## src/rtl/core/sensor_pose_to_body_frame_unit_assert.svh

```systemverilog
`ifndef SENSOR_POSE_TO_BODY_FRAME_UNIT_ASSERT_SVH
`define SENSOR_POSE_TO_BODY_FRAME_UNIT_ASSERT_SVH
// Assertion helpers, clocked on i_clk and quiet while reset is held.
`define SPB_ASSERT_IMPL(label, ante, cons, msg) \
    label: assert property (@(posedge i_clk) disable iff (!i_rst_n) (ante) |-> (cons)) \
        else $error(msg);
`define SPB_ASSERT_NEXT(label, ante, cons, msg) \
    label: assert property (@(posedge i_clk) disable iff (!i_rst_n) (ante) |=> (cons)) \
        else $error(msg);
`endif

```

## src/rtl/core/spbf_pkg.sv

```systemverilog
package spbf_pkg;
    localparam int AngW = 32;
    localparam int AccW = 40;
    localparam int AtanEntries = 24;
    localparam logic signed [AccW-1:0] CordicGain = 40'sd652032874;

    typedef enum logic [1:0] {
        CFG_READ_PERIOD = 2'd0,
        CFG_OFFSET_X    = 2'd1,
        CFG_OFFSET_Y    = 2'd2,
        CFG_OFFSET_YAW  = 2'd3
    } t_cfg_idx;

    typedef enum logic [2:0] {
        ST_IDLE,
        ST_CORDIC,
        ST_MUL,
        ST_SUM,
        ST_ROUND,
        ST_DONE
    } t_back_state;

    // Classified item handed from the front part to the back part.
    typedef struct packed {
        logic               fresh;
        logic               compute;
        logic               link;
        logic [31:0]        now_ms;
        logic signed [15:0] raw_x;
        logic signed [15:0] raw_y;
        logic signed [15:0] raw_h;
        logic signed [15:0] raw_vx;
        logic signed [15:0] raw_vy;
        logic signed [15:0] raw_vh;
    } t_job;

    function automatic logic signed [AccW-1:0] atan_entry(input logic [4:0] idx);
        logic signed [AccW-1:0] v;
        case (idx)
            5'd0:  v = 40'sd536870912;
            5'd1:  v = 40'sd316933406;
            5'd2:  v = 40'sd167458907;
            5'd3:  v = 40'sd85004756;
            5'd4:  v = 40'sd42667331;
            5'd5:  v = 40'sd21354465;
            5'd6:  v = 40'sd10679838;
            5'd7:  v = 40'sd5340245;
            5'd8:  v = 40'sd2670163;
            5'd9:  v = 40'sd1335087;
            5'd10: v = 40'sd667544;
            5'd11: v = 40'sd333772;
            5'd12: v = 40'sd166886;
            5'd13: v = 40'sd83443;
            5'd14: v = 40'sd41722;
            5'd15: v = 40'sd20861;
            5'd16: v = 40'sd10430;
            5'd17: v = 40'sd5215;
            5'd18: v = 40'sd2608;
            5'd19: v = 40'sd1304;
            5'd20: v = 40'sd652;
            5'd21: v = 40'sd326;
            5'd22: v = 40'sd163;
            5'd23: v = 40'sd81;
            default: v = '0;
        endcase
        return v;
    endfunction
endpackage

```

## src/rtl/core/spbf_queue.sv

```systemverilog
module spbf_queue
    import spbf_pkg::*;
(
    input  logic i_clk,
    input  logic i_rst_n,
    input  logic i_push,
    input  t_job i_job,
    output logic o_full,
    output logic o_empty,
    input  logic i_pop,
    output t_job o_job
);
    t_job       r_mem [2];
    logic       r_wp;
    logic       r_rp;
    logic [1:0] r_cnt;

    assign o_full  = r_cnt == 2'd2;
    assign o_empty = r_cnt == 2'd0;
    assign o_job   = r_mem[r_rp];

    always_ff @(posedge i_clk) begin
        if (i_push) begin
            r_mem[r_wp] <= i_job;
        end
    end

    always_ff @(posedge i_clk) begin
        if (!i_rst_n) begin
            r_wp  <= 1'b0;
            r_rp  <= 1'b0;
            r_cnt <= '0;
        end else begin
            if (i_push) r_wp <= !r_wp;
            if (i_pop) r_rp <= !r_rp;
            r_cnt <= r_cnt + {1'b0, i_push} - {1'b0, i_pop};
        end
    end
endmodule

```

## config.mk

```make
export PLATFORM = sky130hd
export DESIGN_NAME = spbf_queue
export DESIGN_NICKNAME = d
export VERILOG_FILES = /design/src/rtl/core/sensor_pose_to_body_frame_unit_assert.svh /design/src/rtl/core/spbf_pkg.sv /design/src/rtl/core/spbf_queue.sv
export SDC_FILE = /design/constraint.sdc
export NUM_CORES = 1
export LEC_CHECK = 0
export ABC_AREA = 1
export BUFFER_PORTS_ARGS = -buffer_cell sky130_fd_sc_hd__buf_2
export CAP_MARGIN = 5
export CORE_MARGIN = 2
export CORE_UTILIZATION = 35
export DETAILED_ROUTE_END_ITERATION = 10
export PLACE_DENSITY = 0.61
export SYNTH_ARGS = -nofsm -noshare
export SYNTH_HDL_FRONTEND = slang
export SYNTH_SLANG_ARGS = --single-unit
export TNS_END_PERCENT = 1
```

## constraint.sdc

```tcl
create_clock -name i_clk -period 6.85 [get_ports i_clk]
set_input_delay 0 -clock i_clk [delete_from_list [all_inputs] [get_ports i_clk]]
set_output_delay 0 -clock i_clk [all_outputs]
set_load 0.03 [all_outputs]
```

* Yosys cells after proc, flatten, opt, wreduce, memory -nomap -nowiden *
Memories as Yosys holds them, arrays and structs flattened. A register that Yosys moved wholly into a read port is not among the register bits.
Cells that the tools add are included.

cells by class
  add/sub/neg operators = 2
  multipliers = 0
  div/mod/pow operators = 0
  order comparisons = 0
  equal/unequal tests = 1
  shift-type cells = 0
  mux-type cells = 4
  bitwise logic cells = 0
  reductions and logical operators = 3

operator list
  kind                count
  $mux 1              4
  $add 2x1->2         1
  $eq 2x2->1 const B  1
  $logic_not 1->1     2
  $logic_not 2->1     1
  $sub 2x1->2         1

storage, ports and cells
  bits in registers = 4
  bits in latches = 0
  bits in writable memories = 262
  memory bits (read-only) = 0
  input bits = 135
  logic and storage cells = 14
  memories kept = 1

memories
  name   words  width  rd ports  clocked after memory_dff  wr ports  line              source
  r_mem  2      131    1         1                         1         spbf_queue.sv:13  t_job r_mem [2];

* Depth between registers and ports, before layout *
  depth after elaboration = 3
  mapped depth = 7
  gate-level depth less buffers = 7

* Worst setup path before layout *
Ideal clock, no wire load.

  path type = reg-to-reg
  start point = register r_wp
  end point = memory r_mem[0][0] in the netlist's numbering, enable pin
  arrival time = 5754 ps
  data required time = 6224 ps
  slack = 470 ps
  stages on the path, launching flop included = 2
  buffers on the path = 0
  period minus slack after synthesis = 6380 ps
  cell sequence = dfxtp_1 -> nor2_1

RTL lines
  element                 line              source
  from (decl)             spbf_queue.sv:14  logic r_wp;
  from (signal assigned)  spbf_queue.sv:34  if (i_push) r_wp <= !r_wp;
  to (decl)               spbf_queue.sv:13

Straight into the memory's write port.

==> impl_metrics.tcl <==
set metrics [dict create \
    fin_crit_ns 2.64 \
    portBuffers 267 \
    hold_viol 0 \
    cts_tree "done" \
    dpl.cell_count 1082 \
    finalSetupTns_ns 0 \
    end_kind "output pin" \
    wl_per_cell_um 15.7 \
    overflow 0 \
    max_freq_mhz 378 \
    fin_skew_ns 0.0158 \
    antenna_found_initial 1 \
    slowest_delay_ns 0.84 \
    finalCritPeriodShare_pct 38.6 \
    synth_nets 578 \
    finalSetupViolations 0 \
    grt_pass1_vias 5864 \
    htree_levels 1 \
    finalMaxSlewViolations 0 \
    drt_iter0_drc 229 \
    grt_max_degree 68 \
    syn_avg_cell_area_um2 22.8 \
    initial_core_util_pct 35.3 \
    stdcell_area_um2 14100 \
    clk_pin_slew_ns 0.06 \
    status "complete, no violations" \
    post_cts_buffers 0 \
    final_cell_mix "267 x buf_2, 262 x edfxtp_1, 135 x dlygate4sd3_1" \
    insertion_delay_ns 0.53 \
    die_height_um 173 \
    layout.cells.non_filler 1270 \
    layout.nets 1000 \
    die-width_um 173 \
    place_congestion 0.681 \
    boundaryPins 268 \
    hold_slack_ns 0.187 \
    num_vias 5465 \
    mostFrequentLayoutCell "buf_2" \
    start_kind "flop" \
    area_growth_syn_to_layout_pct 40.2 \
    place_area_um2 11800 \
    ant_nets 0 \
    clk_path_buf_depth 3 \
    nFillCells 2379 \
    critPathKind "reg -> out" \
    cp_max_fo 53 \
    yosys_register_bits 267 \
    track_usage_pct 12.7 \
    power.leakage_nw 5.53 \
    detail_route.drc_violations 0 \
    netlist_instances 441 \
    root_buffer "clkbuf_16" \
    cts_buffers 28 \
    synth.distinct_cells 13 \
    arrival_ns 2.64 \
    max_slew.worst_pin.slew_ns 1.01 \
    fp-row-count 62 \
    crit_buf_inv 2 \
    yosysWarnings 0 \
    ir_drop_v 0.000199 \
    synth-seq-area-share_pct 79.3 \
    crit_slowest_cell "buf_4" \
    core_um2 28500 \
    path_delay_family "buffers and inverters" \
    crit_chain "buf_4 -> mux2_2 -> buf_2" \
    powerDensity_nw_per_um2 285 \
    grt_pass1_wl_um 30400 \
    drive_gt1_share_pct 50.7 \
    hold_path_class "in -> reg" \
    dieArea_um2 30100 \
    maxCapViolCount 0 \
    first_pass_iters 4 \
    hpwl_um 11900 \
    via_per_inst 4.30 \
    synthesis.area_um2 10100 \
    clock_sinks 267 \
    required_ns 6.85 \
    total_power_mw 4.01 \
    relSlewSlack_pct 32.3 \
    rsz0062_at_grt "false" \
    wirelength_um 19900 \
]
[registers in the layout (all words and copies together), names as in the netlist, named ones only]
register  cells
r_cnt         2
r_wp          1
r_mem       262
r_rp          1
[per-stage QoR]
step / util [%] / worst slack [ns]
after floorplan: - / 0.470
after CTS: 49.5 / 4.16
after global placement: 41.4 / 4.48
after detailed placement: 41.4 / 4.50
final: 49.5 / 4.21
after global routing: 49.5 / 4.10
[routing by layer]
metal / GRT usage, % / share of wire (%) / vias to the layer above / wire length, um
met5: 0 / 0 / - / 0
met4: 3.95 / 3.2 / 0 / 634
met3: 3.90 / 7.2 / 45 / 1430
met2: 22.2 / 48 / 194 / 9640
met1: 14.9 / 41 / 2645 / 8180
li1: - / - / 2581 / -
[cells in the mapped netlist]
master | n | area (um^2)
a21oi_1 | 1 | 5.00
buf_2 | 4 | 20.0
buf_6 | 10 | 113
buf_8 | 1 | 15.0
dfxtp_1 | 5 | 100
edfxtp_1 | 262 | 7870
ha_1 | 2 | 25.0
inv_1 | 7 | 26.3
mux2_2 | 41 | 462
mux2_4 | 90 | 1350
nand2_1 | 8 | 30.0
nand3_1 | 1 | 5.00
nor2_1 | 9 | 33.8
[final timing paths]
kind / slack, ns / endpoint / from / cells past startpoint
max: 4.21 / o_job[130] / flop / 3
min: 0.19 / r_mem[1][11] / i_job[11] / 2
max reg2reg: 4.55 / r_mem[1][75] / r_wp / 3
min reg2reg: 0.51 / r_rp / r_rp / 2
[cell families (layout without fill, tap and decap cells)]
| family | after synthesis | after routing | share of synthesized area (%) |
|---|---|---|---|
| adders and majority gates | 2 | 2 | 0.249 |
| other | 0 | 1 | 0 |
| buffers and inverters | 22 | 466 | 1.73 |
| and+or+nand+nor | 18 | 18 | 0.684 |
| AOI/OAI and AO/OA | 1 | 1 | 0.0497 |
| DFF | 267 | 267 | 79.3 |
| muxes | 131 | 131 | 18.0 |
[power by group]
group          switching (mW)  internal (mW)  leakage (nW)
clock network           0.603          0.957         0.465
logic                   0.303          0.230          2.57
registers              0.0242           1.89          2.50
[final cells by class]
cell class | instances | area, um^2 | share of cell area (%)
flip-flops and latches | 267 | 7970 | 56.6
clock inverters | 20 | 229 | 1.62
repair buffers | 407 | 2730 | 19.3
diodes | 1 | 2.50 | 0.0178
inverters | 7 | 31.3 | 0.222
multi-input cells | 152 | 1920 | 13.6
well taps | 384 | 480 | 3.41
clock buffers | 32 | 737 | 5.23
[repair_timing]
item | 4_1_cts | 5_1_grt
hold buffers | 135 | 0
resized for setup | 0 | 0
hold endpoints to repair | 281 | 0
No activity file was read; power rests on OpenSTA's default activity.
