## src/rtl/core/sensor_pose_to_body_frame_unit_assert.svh

```systemverilog
`ifndef SENSOR_POSE_TO_BODY_FRAME_UNIT_ASSERT_SVH
`define SENSOR_POSE_TO_BODY_FRAME_UNIT_ASSERT_SVH
// Assertion helpers, clocked on i_clk and quiet while reset is held.
`define SPB_ASSERT_IMPL(label, ante, cons, msg) \
    label: assert property (@(posedge i_clk) disable iff (!i_rst_n) (ante) |-> (cons)) \
        else $error(msg);
`define SPB_ASSERT_NEXT(label, ante, cons, msg) \
    label: assert property (@(posedge i_clk) disable iff (!i_rst_n) (ante) |=> (cons)) \
        else $error(msg);
`endif

```

## src/rtl/core/spbf_pkg.sv

```systemverilog
package spbf_pkg;
    localparam int AngW = 32;
    localparam int AccW = 40;
    localparam int AtanEntries = 24;
    localparam logic signed [AccW-1:0] CordicGain = 40'sd652032874;

    typedef enum logic [1:0] {
        CFG_READ_PERIOD = 2'd0,
        CFG_OFFSET_X    = 2'd1,
        CFG_OFFSET_Y    = 2'd2,
        CFG_OFFSET_YAW  = 2'd3
    } t_cfg_idx;

    typedef enum logic [2:0] {
        ST_IDLE,
        ST_CORDIC,
        ST_MUL,
        ST_SUM,
        ST_ROUND,
        ST_DONE
    } t_back_state;

    // Classified item handed from the front part to the back part.
    typedef struct packed {
        logic               fresh;
        logic               compute;
        logic               link;
        logic [31:0]        now_ms;
        logic signed [15:0] raw_x;
        logic signed [15:0] raw_y;
        logic signed [15:0] raw_h;
        logic signed [15:0] raw_vx;
        logic signed [15:0] raw_vy;
        logic signed [15:0] raw_vh;
    } t_job;

    function automatic logic signed [AccW-1:0] atan_entry(input logic [4:0] idx);
        logic signed [AccW-1:0] v;
        case (idx)
            5'd0:  v = 40'sd536870912;
            5'd1:  v = 40'sd316933406;
            5'd2:  v = 40'sd167458907;
            5'd3:  v = 40'sd85004756;
            5'd4:  v = 40'sd42667331;
            5'd5:  v = 40'sd21354465;
            5'd6:  v = 40'sd10679838;
            5'd7:  v = 40'sd5340245;
            5'd8:  v = 40'sd2670163;
            5'd9:  v = 40'sd1335087;
            5'd10: v = 40'sd667544;
            5'd11: v = 40'sd333772;
            5'd12: v = 40'sd166886;
            5'd13: v = 40'sd83443;
            5'd14: v = 40'sd41722;
            5'd15: v = 40'sd20861;
            5'd16: v = 40'sd10430;
            5'd17: v = 40'sd5215;
            5'd18: v = 40'sd2608;
            5'd19: v = 40'sd1304;
            5'd20: v = 40'sd652;
            5'd21: v = 40'sd326;
            5'd22: v = 40'sd163;
            5'd23: v = 40'sd81;
            default: v = '0;
        endcase
        return v;
    endfunction
endpackage

```

## src/rtl/core/spbf_front.sv

```systemverilog
module spbf_front
    import spbf_pkg::*;
(
    input  logic               i_clk,
    input  logic               i_rst_n,
    input  logic               i_valid,
    output logic               o_ready,
    input  logic [31:0]        i_now_ms,
    input  logic               i_read_ok,
    input  logic signed [15:0] i_raw_x,
    input  logic signed [15:0] i_raw_y,
    input  logic signed [15:0] i_raw_h,
    input  logic signed [15:0] i_raw_vx,
    input  logic signed [15:0] i_raw_vy,
    input  logic signed [15:0] i_raw_vh,
    input  logic [15:0]        i_read_period,
    input  logic               i_q_full,
    output logic               o_push,
    output t_job               o_job
);
    logic        r_has_read;
    logic [31:0] r_last_read;
    logic [31:0] elapsed;
    logic        is_read;

    assign o_ready = !i_q_full;
    assign o_push  = i_valid && o_ready;
    assign elapsed = i_now_ms - r_last_read;
    assign is_read = !r_has_read || (elapsed >= {16'd0, i_read_period});

    always_comb begin
        o_job.fresh   = is_read;
        o_job.compute = is_read && i_read_ok;
        o_job.link    = i_read_ok;
        o_job.now_ms  = i_now_ms;
        o_job.raw_x   = i_raw_x;
        o_job.raw_y   = i_raw_y;
        o_job.raw_h   = i_raw_h;
        o_job.raw_vx  = i_raw_vx;
        o_job.raw_vy  = i_raw_vy;
        o_job.raw_vh  = i_raw_vh;
    end

    always_ff @(posedge i_clk) begin
        if (!i_rst_n) begin
            r_has_read  <= 1'b0;
            r_last_read <= '0;
        end else if (o_push && is_read) begin
            r_has_read  <= 1'b1;
            r_last_read <= i_now_ms;
        end
    end
endmodule

```

## config.mk

```make
export PLATFORM = sky130hd
export DESIGN_NAME = spbf_front
export DESIGN_NICKNAME = d
export VERILOG_FILES = /design/src/rtl/core/sensor_pose_to_body_frame_unit_assert.svh /design/src/rtl/core/spbf_pkg.sv /design/src/rtl/core/spbf_front.sv
export SDC_FILE = /design/constraint.sdc
export NUM_CORES = 1
export LEC_CHECK = 0
export BUFFER_PORTS_ARGS = -buffer_cell sky130_fd_sc_hd__clkbuf_2
export CAP_MARGIN = 30
export CORE_MARGIN = 4
export CORE_UTILIZATION = 50
export DETAILED_ROUTE_END_ITERATION = 16
export GPL_TIMING_DRIVEN = 0
export MAX_ROUTING_LAYER = met4
export PLACE_DENSITY = 0.82
export SLEW_MARGIN = 15
export SYNTH_ARGS = -nofsm -noshare
export SYNTH_HDL_FRONTEND = slang
export SYNTH_SLANG_ARGS = --single-unit
export TNS_END_PERCENT = 5
```

## constraint.sdc

```tcl
create_clock -name i_clk -period 14 [get_ports i_clk]
set_input_delay 2.8 -clock i_clk [delete_from_list [all_inputs] [get_ports i_clk]]
set_output_delay 2.8 -clock i_clk [all_outputs]
set_load 0.01 [all_outputs]
```

# --- Word level (Yosys, flattened, before mapping) ---
# Index checks and enable logic that the tools add are counted.
word_totals:
  register_bits: 33
  in_bits: 149
  out_inout_bits: 133
op_classes:
  addsub: 1
  order_cmp: 1
  reduce_logical: 6
ops:
  columns: ["cell", "count"]
  rows:
  - [">= comparator 32 x 16 -> 1 bit", 1]
  - ["subtractor 32 bit", 1]
  - ["logical AND 1 bit", 3]
  - ["zero test 1 bit", 2]
  - ["logical OR 1 bit", 1]

# --- Longest topological paths before layout ---
# Gate-level depths: netlist (run 1).
logic_depth:
  word_depth: 4
  depth_mapped: 23
  depth_no_buf: 21

# --- Worst setup path after synthesis (run 1) ---
# No wires, ideal clock.
synth_path:
  kind: "input -> output"
  from: "input i_now_ms[8]"
  to: "output o_job[129] in the netlist's numbering"
  t_arrival_ns: 6.739
  t_required_ns: 11.200
  setup_slack_ns: 4.461
  cell_stages: 19
  path_buffers: 2
  path_cell_list: "ha_1 -> a2111oi_0 -> o21ai_1 -> o21a_1 -> o21bai_1 -> and2_1 -> xnor2_1 -> ha_1 -> a21o_1 -> a21oi_1 -> nor2b_1 -> or4_1 -> nor4_1 -> and4_1 -> nand4_2 -> or3_1 -> buf_2 -> buf_6 -> o21a_1"
synth_rtl:
  columns: ["element", "line", "text"]
  rows:
  - ["start, declared", "spbf_front.sv:8", "input logic [31:0] i_now_ms,"]
  - ["end, declared", "spbf_front.sv:19", "output t_job o_job"]

==> results of run 1 <==
## through the flow
step | instances | setup slack [ns]
4_1_cts | 1153 | 3.658
5_1_grt | 1153 | 3.419
3_3_place_gp | 1145 | 3.728
3_5_place_dp | 1145 | 3.685
2_1_floorplan | 818 | 4.461
6_report | 1153 | 3.555
## power groups by stage
stage,Clock [µW],Sequential [µW],Combinational [µW]
2_1_floorplan,0,108,238
3_3_place_gp,0,110,323
3_5_place_dp,0,110,327
4_1_cts,134,108,329
5_1_grt,139,109,366
6_report,134,108,333
## critical path: stages
cell and delay [ns]:
clkbuf_2 0.14, ha_1 0.41, a2111oi_0 0.40, o21ai_1 0.14, o21a_1 0.19, o21bai_1 0.24, and2_1 0.24, xnor2_1 0.14
ha_1 0.27, a21o_1 0.19, a21oi_1 0.13, nor2b_1 0.08, or4_1 0.46, nor4_1 0.26, and4_1 0.26, nand4_2 0.22
or3_1 0.41, buf_2 0.18, buf_6 0.17, o21a_1 0.17, clkbuf_2 0.12
## worst paths after layout
path	cells past startpoint	endpoint	from	slack (ns)
worst min-delay path	1	r_has_read$_SDFFE_PN0P_	r_has_read$_SDFFE_PN0P_	0.51
worst max register to register	20	r_last_read[3]$_SDFFE_PN0P_	r_last_read[8]$_SDFFE_PN0P_	8.86
worst min register to register	1	r_has_read$_SDFFE_PN0P_	r_has_read$_SDFFE_PN0P_	0.51
worst max-delay path	21	o_job[129]	i_now_ms[8]	3.55
## cell usage after synthesis, drive strengths merged (27+ instances only)
cell type	number	share of area (%)
clkbuf	35	2.2
o21ai	27	2.3
and3	34	3.6
o31ai	33	4.3
o311ai	32	8.4
buf	144	18
nor2	61	3.9
nand2	73	4.6
inv	55	3.5
a31oi	38	4.0
dfxtp	33	11
ha	47	9.9
a21oi	45	3.9
## registers in the layout, summed over array words and instances (netlist names)
signal	flops
r_has_read	1
r_last_read	32
## cell families after synthesis
kind of cell,count (synthesis),synth area share (%)
AND/OR/NAND/NOR,242,19.80
AO/OA/AOI/OAI,237,31.51
buffers and inverters,234,23.64
adder cells (fa/ha/maj),48,10.26
flip-flops,33,11.14
XOR/XNOR,19,2.807
multiplexers,5,0.8443
## cell type report
type                    count  area (µm²)
repair buffers            184       920.9
multi-input cells         551        3866
inverters                  55       206.4
clock inverters             1       30.03
fillers                  1114        4315
plain buffers             179        1195
well taps                 143       178.9
flip-flops and latches     33       660.6
clock buffers               7       142.6
## metal layers
metal	vias up	routed length, µm
li1	3227	-
met1	2972	7998
met2	361	9045
met3	30	1699
met4	0	313
met5	-	0
==> summary.md, run 1 <==
| Metric | Value |
|---|---|
| Layout cell share with drive strength beyond 1 | ~37% |
| Vias in the first global route | 6120 |
| Commonest non-fill, non-tap cell in the layout | clkbuf_2 |
| Core area | ~12000 µm² |
| Vias per std cell | around 5.7 |
| Worst-Margin Slew | ~0.76 ns |
| Die Y | roughly 120 µm |
| Synthesized cell area | ~5900 µm² |
| Final setup viols | 0 |
| Relative slew slack | between 40% and 50% |
| Detailed Route WL | approximately 19000 µm |
| Post-layout util | between 60 and 70% |
| Total net switching power | roughly 250 µW |
| Drt wl/cell | 16.53 µm |
| DIE AREA | between 10000 and 15000 µm² |
| Post-Syn Instances | between 800 and 900 |
| Clock Path Buffers | 2 |
| Largest net degree at the start of global routing | 11 |
| Hold_buf cts | 0 |
| Syn Area/Cell | around 7.2 µm² |
| Drt pass-1 iters | 6 |
| Outcome | finished clean |
| Initial antenna violation count | 0 |
| Met2 usage | roughly 44% |
| HP Class | register to register |
| Peak supply drop | between 0.00006 and 0.00007 V |
| Clock power share | 23.3% |
| Final net count | about 1.2k |
| Fmax | between 0.09 and 0.1 GHz |
| Post-synth EDFFs | 0 |
| Top FF cell, synth | dfxtp_1 |
| Crit path time final | around 10 ns |
| Setup tns final | 0 ns |
| Pleak | ~0.0035 µW |
| Diodes inserted | 0 |
| GR peak layer | met2 |
| FP Rows | 39 |
| Grt total ovfl | 0 |
| Async SR Flop Fraction | 0% |
| Worst-path maximum fanout | 10 |
| # port buffers | 184 |
| Register area share after synthesis | approximately 11% |
| CTS buffer count | 5 |
| Area grow syn2layout | 21.46% |
| # IOs | around 280 |
| Pwr Total | roughly 580 µW |
| WHS | approximately 0.51 ns |
| Pwr/cell area | approximately 80 nW/µm² |
| Fin crit share | around three quarters |
| Met3 Track Usage GR | ~3.3% |
| M1 GR Usage | between 30% and 40% |
| Iter 0 DRT Violations | 545 |
| Crit end category | primary output |
| Yosys warns | 0 |
| Switching Fraction | 43.83% |
| Yosys reg bits | 33 |
| Global-route wire length before repair | approximately 29000 µm |
| Clk Tree Root Cell | clkbuf_16 |
| CTS tree | yes |
| Crit path launch type | input port |
| RSZ-0062 raised after global routing | no |
| Syn Nets | 1015 |
| Htree depth | 2 |
| Final Max Tran Viols | 0 |
| Final Cell Area | roughly 7200 µm² |
| Share of power burned in registers | about a fifth |
| Worst-Skew Late Latency | between 0.2 and 0.3 ns |
| Setup bufs post-CTS | 0 |
| Commonest non-fill, non-tap cells in the layout | 184 x clkbuf_2, 130 x buf_4, 73 x nand2_1 |
| Antenna-violating nets left | 0 |
| Sink Count | 33 |
| Setup CP Type | input port to primary output |
| Vias | approximately 6.6k |
| Placed inst area | ~7000 µm² |
| Worst EP required | about 11 ns |
| DR DRC count | 0 |
| Hold violation count in the final report | 0 |
| Data arrival, critical path | around 7.7 ns |
| Placer Congestion | 1.021 |
| Maximum Capacitance Violations | 0 |
| Setup Skew | between 0.006 and 0.007 ns |
| Clk slew on worst S/H paths | roughly 0.050 ns |
| Comb pwr share | about 58% |
| Detailed-placement wirelength estimate | 15530 µm |
| Chip Width | between 100 and 150 µm |
| Initial Utilization | between 50% and 60% |
| GRT Resource Usage Total | 26.93% |
| Internal | ~320 µW |
| Post-CTS sizing | 0 |
| Synth cell types | a little under 60 |
Power figures use the tool's default switching activity.
==> run 2, diff against run 1 <==
--- a/config.mk
+++ b/config.mk
@@ -8,11 +8,11 @@
 export BUFFER_PORTS_ARGS = -buffer_cell sky130_fd_sc_hd__clkbuf_2
 export CAP_MARGIN = 30
 export CORE_MARGIN = 4
-export CORE_UTILIZATION = 50
+export CORE_UTILIZATION = 44
 export DETAILED_ROUTE_END_ITERATION = 16
 export GPL_TIMING_DRIVEN = 0
 export MAX_ROUTING_LAYER = met4
-export PLACE_DENSITY = 0.82
+export PLACE_DENSITY = 0.77
 export SLEW_MARGIN = 15
 export SYNTH_ARGS = -nofsm -noshare
 export SYNTH_HDL_FRONTEND = slang
==> constraint.sdc (replaced) <==
create_clock -name i_clk -period 9.3 [get_ports i_clk]
set_input_delay 1.86 -clock i_clk [delete_from_list [all_inputs] [get_ports i_clk]]
set_output_delay 1.86 -clock i_clk [all_outputs]
set_load 0.01 [all_outputs]
==> run 2 against run 1 <==
Utilization shrank 8.0 points. Critical endpoint unchanged. Cell area grew 0.36%. Routed wire length grew 0.21%. Critical path type unchanged. Count of clock-buffer cells in the layout is the same. Critical path depth is the same. Setup slack lost 2.9 ns. Sequential cell count is the same.
==> summary.md, run 2 (same netlist as run 1, synthesis figures left out) <==
| Metric | Value |
|---|---|
| Outcome | finished clean |
| # port buffers | 184 (unchanged) |
| Detailed Route WL | 19100 µm (+0.21%) |
| R2r setup slk | 4.05 ns (-4.81 ns) |
| Post-CTS sizing | 0 (unchanged) |
| Final setup viols | 0 (unchanged) |
| Crit end category | primary output |
| CTS buffer count | 5 (unchanged) |
| HP Class | register to register |
| Drt pass-1 iters | 7 (+1) |
| Chip Width | 124.1 µm (+6.2%) |
| Worst-path maximum fanout | 10 (unchanged) |
| Relative slew slack | 50.11% (+0.72 points) |
| FP Rows | 42 (+7.7%) |
| Sink Count | 33 (unchanged) |
| Core area | 13240 µm² (+15%) |
| RSZ-0062 raised after global routing | no |
| Pwr Total | 845.0 µW (+47%) |
| Fin crit share | 93.12% |
| Commonest non-fill, non-tap cells in the layout | 184 x clkbuf_2, 130 x buf_4, 73 x nand2_1 |
| Hold_buf cts | 0 (unchanged) |
| Diodes inserted | 0 (unchanged) |
| Hold violation count in the final report | 0 (unchanged) |
| Largest regs | r_last_read x32, r_has_read x1 |
| Placed inst area | 7069 µm² (+0.59%) |
| Initial antenna violation count | 0 (unchanged) |
| Clk slew on worst S/H paths | 0.06 ns (about the same) |
| Drt wl/cell | 16.10 µm (-2.6%) |
| Setup bufs post-CTS | 0 (unchanged) |
| CTS tree | yes |
| Placer Congestion | 1.071 (+4.9%) |
| Worst-Margin Slew | 0.7484 ns (-0.01074 ns) |
| Crit path time final | slightly below 9 ns |
| DR DRC count | 0 (unchanged) |
| GRT Resource Usage Total | 23.76% (-3.2 points) |
| Pre-CTS WS | 0.7899 ns (-2.896 ns) |
| Critical path startpoint | i_now_ms[8] |
| Pwr/cell area | 116.9 nW/µm² (+46%) |
| Iter 0 DRT Violations | 512 (-6.1%) |
| Final worst setup slack | 0.6400 ns (-2.915 ns) |
| Global-route wire length before repair | 28620 µm (-2.2%) |
| Area grow syn2layout | 21.91% |
| Final Max Tran Viols | 0 (unchanged) |
| Pleak | 0.003482 µW (-0.12%) |
| R2R Path Start | r_last_read[8]$_SDFFE_PN0P_ |
| Setup tns final | 0 ns (unchanged) |
| # IOs | 282 (unchanged) |
| Final Cell Area | 7227 µm² (+0.36%) |
| Vias in the first global route | 5822 (-4.9%) |
| Setup Skew | 0.006058 ns (-0.0006900 ns) |
| Grt total ovfl | 0 (unchanged) |
| Die Y | 124.1 µm (+6.2%) |
| DIE AREA | 15390 µm² (+13%) |
| Number of fill cells | 1355 (+22%) |
| Initial Utilization | 44.77% (-6.7 points) |
| Htree depth | 2 (unchanged) |
| Worst EP required | 7.44 ns (-3.76 ns) |
| Max reg flops | 32 (unchanged) |
| Vias per std cell | 5.534 (-3.2%) |
| Fmax | approximately 0.12 GHz |
| Clock Path Buffers | 2 (unchanged) |
| Detailed-placement wirelength estimate | 15590 µm (+0.39%) |
| Vias | 6563 (-0.41%) |
| Peak supply drop | 0.00006735 V (+9.3%) |
| Antenna-violating nets left | 0 (unchanged) |
| Worst-Skew Late Latency | 0.28 ns (about the same) |
| Layout cell share with drive strength beyond 1 | 36.83% (+0.099 points) |
| Clk Tree Root Cell | clkbuf_16 |
| WHS | 0.5029 ns (-0.003488 ns) |
| Hold path start | r_has_read$_SDFFE_PN0P_ |
| Commonest non-fill, non-tap cell in the layout | clkbuf_2 |
| Crit path launch type | input port |
| Setup CP Type | input port to primary output |
| Maximum Capacitance Violations | 0 (unchanged) |
| Data arrival, critical path | 6.80 ns (-0.85 ns) |
| Final net count | 1206 (unchanged) |
| Biggest register | r_last_read |
| Largest net degree at the start of global routing | 11 (unchanged) |
-- run 2: worst paths after layout --
kind	endpoint	cells after the start
hold reg to reg	r_has_read$_SDFFE_PN0P_	1
setup / recovery	o_job[129]	21
hold / removal	r_has_read$_SDFFE_PN0P_	1
setup reg to reg	r_last_read[18]$_SDFFE_PN0P_	20
-- run 2: worst max-delay path, stage by stage --
cell,delay (ns)
clkbuf_2,0.14
ha_1,0.41
a2111oi_0,0.41
o21ai_1,0.13
o21a_1,0.18
o21bai_1,0.31
and2_1,0.27
xnor2_1,0.14
ha_1,0.26
a21o_1,0.18
a21oi_1,0.14
nor2b_1,0.09
or4_1,0.47
nor4_1,0.25
and4_1,0.27
nand4_2,0.22
or3_1,0.41
buf_2,0.19
buf_6,0.17
o21a_1,0.17
clkbuf_2,0.12
-- run 2: final cells by class --
class / count / area [µm²] / area share [%]
Sequential cell: 33 / 660.6 / 9.141
Buffer: 179 / 1195 / 16.53
Multi-Input combinational cell: 551 / 3866 / 53.50
Timing Repair Buffer: 184 / 920.9 / 12.74
Clock inverter: 1 / 5.005 / 0.06925
Clock buffer: 7 / 152.6 / 2.112
Tap cell: 176 / 220.2 / 3.047
Inverter: 55 / 206.4 / 2.857
-- run 2: routing by layer --
metal	global-route usage (%)	wire, µm
met3	3.270	1724
met2	40.03	9273
met5	-	0
met1	31.06	7888
met4	3.559	211
-- run 2: power by group --
group	total [µW]	internal (µW)	leakage [µW]	switching, µW
Clock	181	114	0.0000799	67.9
Combinational	501	198	0.00313	303
Sequential	162	155	0.000272	7.50
Total	845	466	0.00348	379
-- run 2: stage by stage --
step	util, %	std cells
4_1_cts	54.57	1186
6_report	54.57	1186
5_1_grt	54.57	1186
3_3_place_gp	53.38	1178
3_5_place_dp	53.38	1178
2_1_floorplan	-	818
